## src/design/assert_macros.svh

```systemverilog
// Assertion helpers for the RTL
`ifndef ASSERT_MACROS_SVH
`define ASSERT_MACROS_SVH
// Implication checked every clock, off during reset
`define ASSERT_IMP(label, ante, cons, msg) \
  label: assert property (@(posedge clk) disable iff (rst) (ante) |-> (cons)) else $error(msg);
// Next-cycle implication, off during reset
`define ASSERT_NXT(label, ante, cons, msg) \
  label: assert property (@(posedge clk) disable iff (rst) (ante) |=> (cons)) else $error(msg);
`endif

```

## src/design/hdi_ram.sv

```systemverilog
// ----------------------------------------------------------------------------
// hdi_ram
// Generic single-port RAM with registered read.
// ----------------------------------------------------------------------------
module hdi_ram #(
  parameter int WIDTH = 8,
  parameter int DEPTH = 16
) (
  input  logic                     clk,
  input  logic                     we,
  input  logic [$clog2(DEPTH)-1:0] addr,
  input  logic [WIDTH-1:0]         wdata,
  output logic [WIDTH-1:0]         rdata
);
  logic [WIDTH-1:0] mem [DEPTH];

  always_ff @(posedge clk) begin
    if (we) begin
      mem[addr] <= wdata;
    end
    rdata <= mem[addr];
  end
endmodule

```

## config.mk

```make
export PLATFORM = sky130hd
export DESIGN_NAME = hdi_ram
export DESIGN_NICKNAME = d
export VERILOG_FILES = /design/src/design/assert_macros.svh /design/src/design/hdi_ram.sv
export SDC_FILE = /design/constraint.sdc
export NUM_CORES = 1
export LEC_CHECK = 0
export ABC_AREA = 1
export BUFFER_PORTS_ARGS = -buffer_cell sky130_fd_sc_hd__buf_2
export CAP_MARGIN = 20
export CORE_MARGIN = 2
export CORE_UTILIZATION = 53
export DETAILED_ROUTE_END_ITERATION = 8
export PLACE_DENSITY = 0.7
export SLEW_MARGIN = 20
export SYNTH_ARGS = -nofsm -noshare
export SYNTH_HDL_FRONTEND = slang
export SYNTH_SLANG_ARGS = --single-unit
```

## constraint.sdc

```tcl
create_clock -name clk -period 1.9 [get_ports clk]
set_input_delay 0.38 -clock clk [delete_from_list [all_inputs] [get_ports clk]]
set_output_delay 0.38 -clock clk [all_outputs]
set_load 0.005 [all_outputs]
```

# After elaboration in Yosys (flattened, before gate mapping)
# Memories as Yosys holds them, arrays and structs flattened. A register that Yosys moved wholly into a read port is not among the register bits.
# Cells that the tools add are included.
[word_totals]
regBits = 0
mem_count = 1
elab_cells = 3
mem_bits_rw = 128
output_inout_bits = 8
[classes]
mux = 2
[mem_list]
columns = ["memory", "depth", "width", "read_ports", "rd_clocked_by_memory_dff", "write_ports", "line_no", "text"]
rows = [
  ["mem", 16, 8, 1, 1, 1, "hdi_ram.sv:15", "logic [WIDTH-1:0] mem [DEPTH];"],
]
[ops]
columns = ["cell", "n"]
rows = [
  ["$mux W1", 2],
]

# Longest topological paths before layout
[depth]
depth_word = 2
mapped_depth = 11
mapped_depth_nobuf = 9

# Worst setup path before layout
# OpenSTA, ideal clock, no wires.
[synth_path]
kind = "input port to flip-flop"
start = "input addr[1]"
end = "memory mem[3][0], enable pin"
arrival_time_ns = 1.387
path_slack_ns = 0.143
t_required_ns = 1.530
n_path_buf = 2
setup_time_ns = 0.370
stages = 4
cell_sequence = "buf_2 -> clkbuf_1 -> nand3_1 -> nor2_1"
[synth_lines]
columns = ["item", "line_no", "text"]
rows = [
  ["from (decl)", "hdi_ram.sv:11", "input logic [$clog2(DEPTH)-1:0] addr,"],
  ["to (decl)", "hdi_ram.sv:15", ""],
]
# No word-level cell before the write port.

# Worst setup path after layout
[layout_path]
start = "register rdata[3], read port of mem"
end = "output rdata[3]"
[layout_lines]
columns = ["item", "line_no", "text"]
rows = [
  ["from (decl)", "hdi_ram.sv:13", "output logic [WIDTH-1:0] rdata"],
]
# No word-level cell between the ends.

==> results.md <==
- The arithmetic-cell share of the synthesized area counting full adders, half adders and majority gates is 0%.
- Registers take 4004 um^2.
- Fill cells in the final layout number 807.
- The final period utilization is 69.48%.
- Setup repair after global routing left no endpoint under its margin.
- The tightest slew margin relative to the limit is 75.04%.
- The die covers 11390 um^2.
- Input and output buffers added on the ports amount to 21.
- The routed wire length per instance is 15.80 um.
- The die width is 106.7 um.
- The first-pass iteration count of the detailed router is 5.
- The post-synthesis share of cell area spent on and, or, nand and nor gates is 24.79%.
- The worst setup path category is flip-flop to primary output.
- The synthesized design contains 136 register bits.
- The endpoint kind of the worst setup timing path is a primary output.
- Entering global routing, the biggest net connects 29 pins.
- Row generation in the floorplan step produced 37 rows.
- The worst register-to-register path ends at rdata[4].
- The final critical delay including setup and external delays is 1.320 ns.
- In the final timing run, aggregate negative setup slack is 0 ns.
- The number of nets at the end of the flow is 608.
- The largest family of logic cells by synthesized area is simple AND/OR/NAND/NOR gates.
- The layout-stage area growth over the synthesis result is 17.72%.
- For this configuration, the core starts out at a cell density of 54.42%.
- The startpoint identified for the worst register-to-register timing path is mem[7][4].
- Data on the critical path arrives at its endpoint at 0.94 ns.
- Walking the worst path, the cells encountered are buf_2.
- The combined global-route utilization of all metal layers is 22.77%.
- The areal power density over the cells is 1071 nW/um^2.
- The commonest non-fill, non-tap cell in the layout is nand2_1.
- The post-route netlist has 13.18% of its cells at a drive strength greater than 1.
- The CTS tree is built.
- The cell sitting at the root of the clock tree is a clkbuf_8.
- Cells fill 64.06% of the core in the end.
- The count of H-tree levels built during CTS is 4.
- The count of clock tree sinks is 136.
- The category of cells accounting for the largest share of critical-path delay is flip-flops.
- The tool flagged a number of max-cap violations equal to 0.
- The total routed wirelength is 11740 um.
- The combined area of all synthesized cells is 5593 um^2.
- The run finished with clean final reports.
- The number of max-slew violations in the final report is 0.
- After clock tree synthesis, the clock-pin slew on the worst setup and hold paths is 0.06 ns.
- At the end of routability-driven placement, the weighted congestion stood at 0.8890.
- In this run the remaining antenna-violating nets after routing total 0.
- Clock latency on the worst-skew pair, taken at its later pin, is 0.52 ns.
- The first global-routing pass estimated 19090 um of wire.
- The xor-xnor portion of the synthesized cell area is 0%.
- The endpoint of the worst hold path is mem[3][6].
- The count of cells along the worst hold path is 1.
- The fraction of the mapped netlist area in compound gates is 0%.
- The number of vias in the routed layout is 3773.
- The total overflow left after global routing is 0.
- The highest ir drop seen on vdd is 878.3 uV.
- The total buffers and inverters traversed by the critical path is 1.
- The vertical extent of the die is 106.7 um.
- The worst setup path is launched from a flip-flop.
- The count of hold buffers inserted by post-cts repair is 0.
- The post-synthesis area per instance is 10.21 um^2.
- The logic depth of the worst register-to-register path is 8.
- The multiplexer share of the synthesized area is 0%.
- The via density per instance is 5.078.
- The repair_antennas step left the layout with diodes totalling 0.
- The final-report setup violation count is 0.
- Based on the critical path, the design can be clocked at up to 757.5 MHz.
- Summing all multi-input logic gate instances after layout gives 1386 um^2.
- The largest stage delay on the critical path is 0.31 ns.
- The Yosys step of the flow raised 0 warnings.
- For this run, design rule violations remaining after detail routing come to 0.
- After clock tree synthesis, the repair step resized 0 gates.
- The number of cells produced by synthesis is 548.
- The number of design-rule violations left by the first detailed-router iteration is 280.
- The startpoint identified for the worst hold timing path is wdata[6].
- At the worst endpoint, the required time is 1.52 ns.
- The area of the core is 10280 um^2.
- The net count after synthesis is 562.
- The path category of the worst min-delay check is primary input to flip-flop.
- The number of library cell types mapped by synthesis is 11.
- The maximum count of clock buffers along a single path is 2.
- The reg2reg setup slack is 0.86 ns.
- The post-CTS setup repair buffer count is 0.
- The top cell types in the final layout, fill and taps aside, are 346 x nand2_1, 128 x edfxtp_1, 25 x buf_4.
- The clock arrives with 0.008038 ns of skew.
- The initial antenna violation count is 0.
- Along the worst path, the maximum fanout reaches 1.
- The detailed-placement wirelength estimate is 7463 um.
- The portion of the post-synthesis area used by sequential elements is 71.59%.
- The transition time at the pin with the least slew margin is 0.3744 ns.
- The via count of the first global-routing pass was 3821.
- Clock tree synthesis inserted a total of 17 buffers.
- The worst slack after detailed placement is 0.2270 ns.
- The smallest setup slack after layout is 0.5799 ns.
- The final hold violation count is 0.
- For this design the static power due to leakage is 0.002867 uW.
- The top-level I/O count is 22.
- On the critical path, the stage with the largest delay is an instance of dfxtp_1.
## layer usage
metal | global-route usage (%) | vias to the layer above | part of all wire (%)
met5 | 0 | - | 0
met4 | 9.926 | 0 | 2.5
met3 | 5.897 | 21 | 6.1
met2 | 37.31 | 98 | 49
met1 | 28.83 | 1809 | 42
li1 | - | 1845 | -
## worst register-to-register path, cell delays in order (launching register included)
cell and delay (ns):
edfxtp_1 0.37, nand2_1 0.09, nand2_1 0.06, nand2_1 0.05, nand2_1 0.06, nand2_1 0.07, nand2_1 0.05, inv_1 0.11
nand2_1 0.07
## logic make-up (layout without fill, tap and decap cells)
logic type    count (synthesis)  after routing
simple gates                368            368
flops                       136            136
buf+inv                      44            103
## worst max path at each step
stage,slack (ns),startpoint,cells past startpoint,to
6_report,0.58,rdata[3],1,rdata[3]
5_1_grt,0.54,rdata[5],1,rdata[5]
4_1_cts,0.56,rdata[5],1,rdata[5]
3_5_place_dp,0.23,addr[0],5,mem[12][3]
3_3_place_gp,0.22,addr[0],5,mem[0][5]
2_1_floorplan,0.14,addr[1],4,mem[3][0]
## layout make-up
type / instances / share of cell area, %
flip-flops and latches: 136 / 60.81
inverters: 23 / 1.311
multi-input cells: 368 / 21.06
repair buffers: 48 / 5.055
clock buffers: 20 / 6.918
well taps: 136 / 2.585
clock inverters: 12 / 2.262
## cells in the mapped netlist
library cell | n | share of area, %
clkbuf_1 | 3 | 0.20
nor2_1 | 18 | 1.2
clkinv_1 | 1 | 0.067
dfxtp_1 | 8 | 2.9
buf_2 | 12 | 1.1
nand3_1 | 4 | 0.36
edfxtp_1 | 128 | 69
inv_2 | 1 | 0.067
nand2_1 | 346 | 23
inv_1 | 21 | 1.4
buf_4 | 6 | 0.81
## metrics by stage
stage	cell area, um^2	power [uW]	hold slack (ns)	std cells
CTS	6584	7092	0.2653	743
floorplan	5593	3666	0.4789	548
global route	6584	7280	0.2749	743
detailed placement	5979	3842	0.7050	711
finish	6584	7052	0.2723	743
global placement	5979	3833	0.6839	711
## power breakdown
part	internal, uW	total (uW)	switching [uW]
registers	3350	3370	17.1
clock network	2090	3270	1180
logic	124	408	284
## registers in the layout, indices dropped and copies added (netlist names)
signal  flops
mem       128
rdata       8
(Power assumes the default switching activity.)
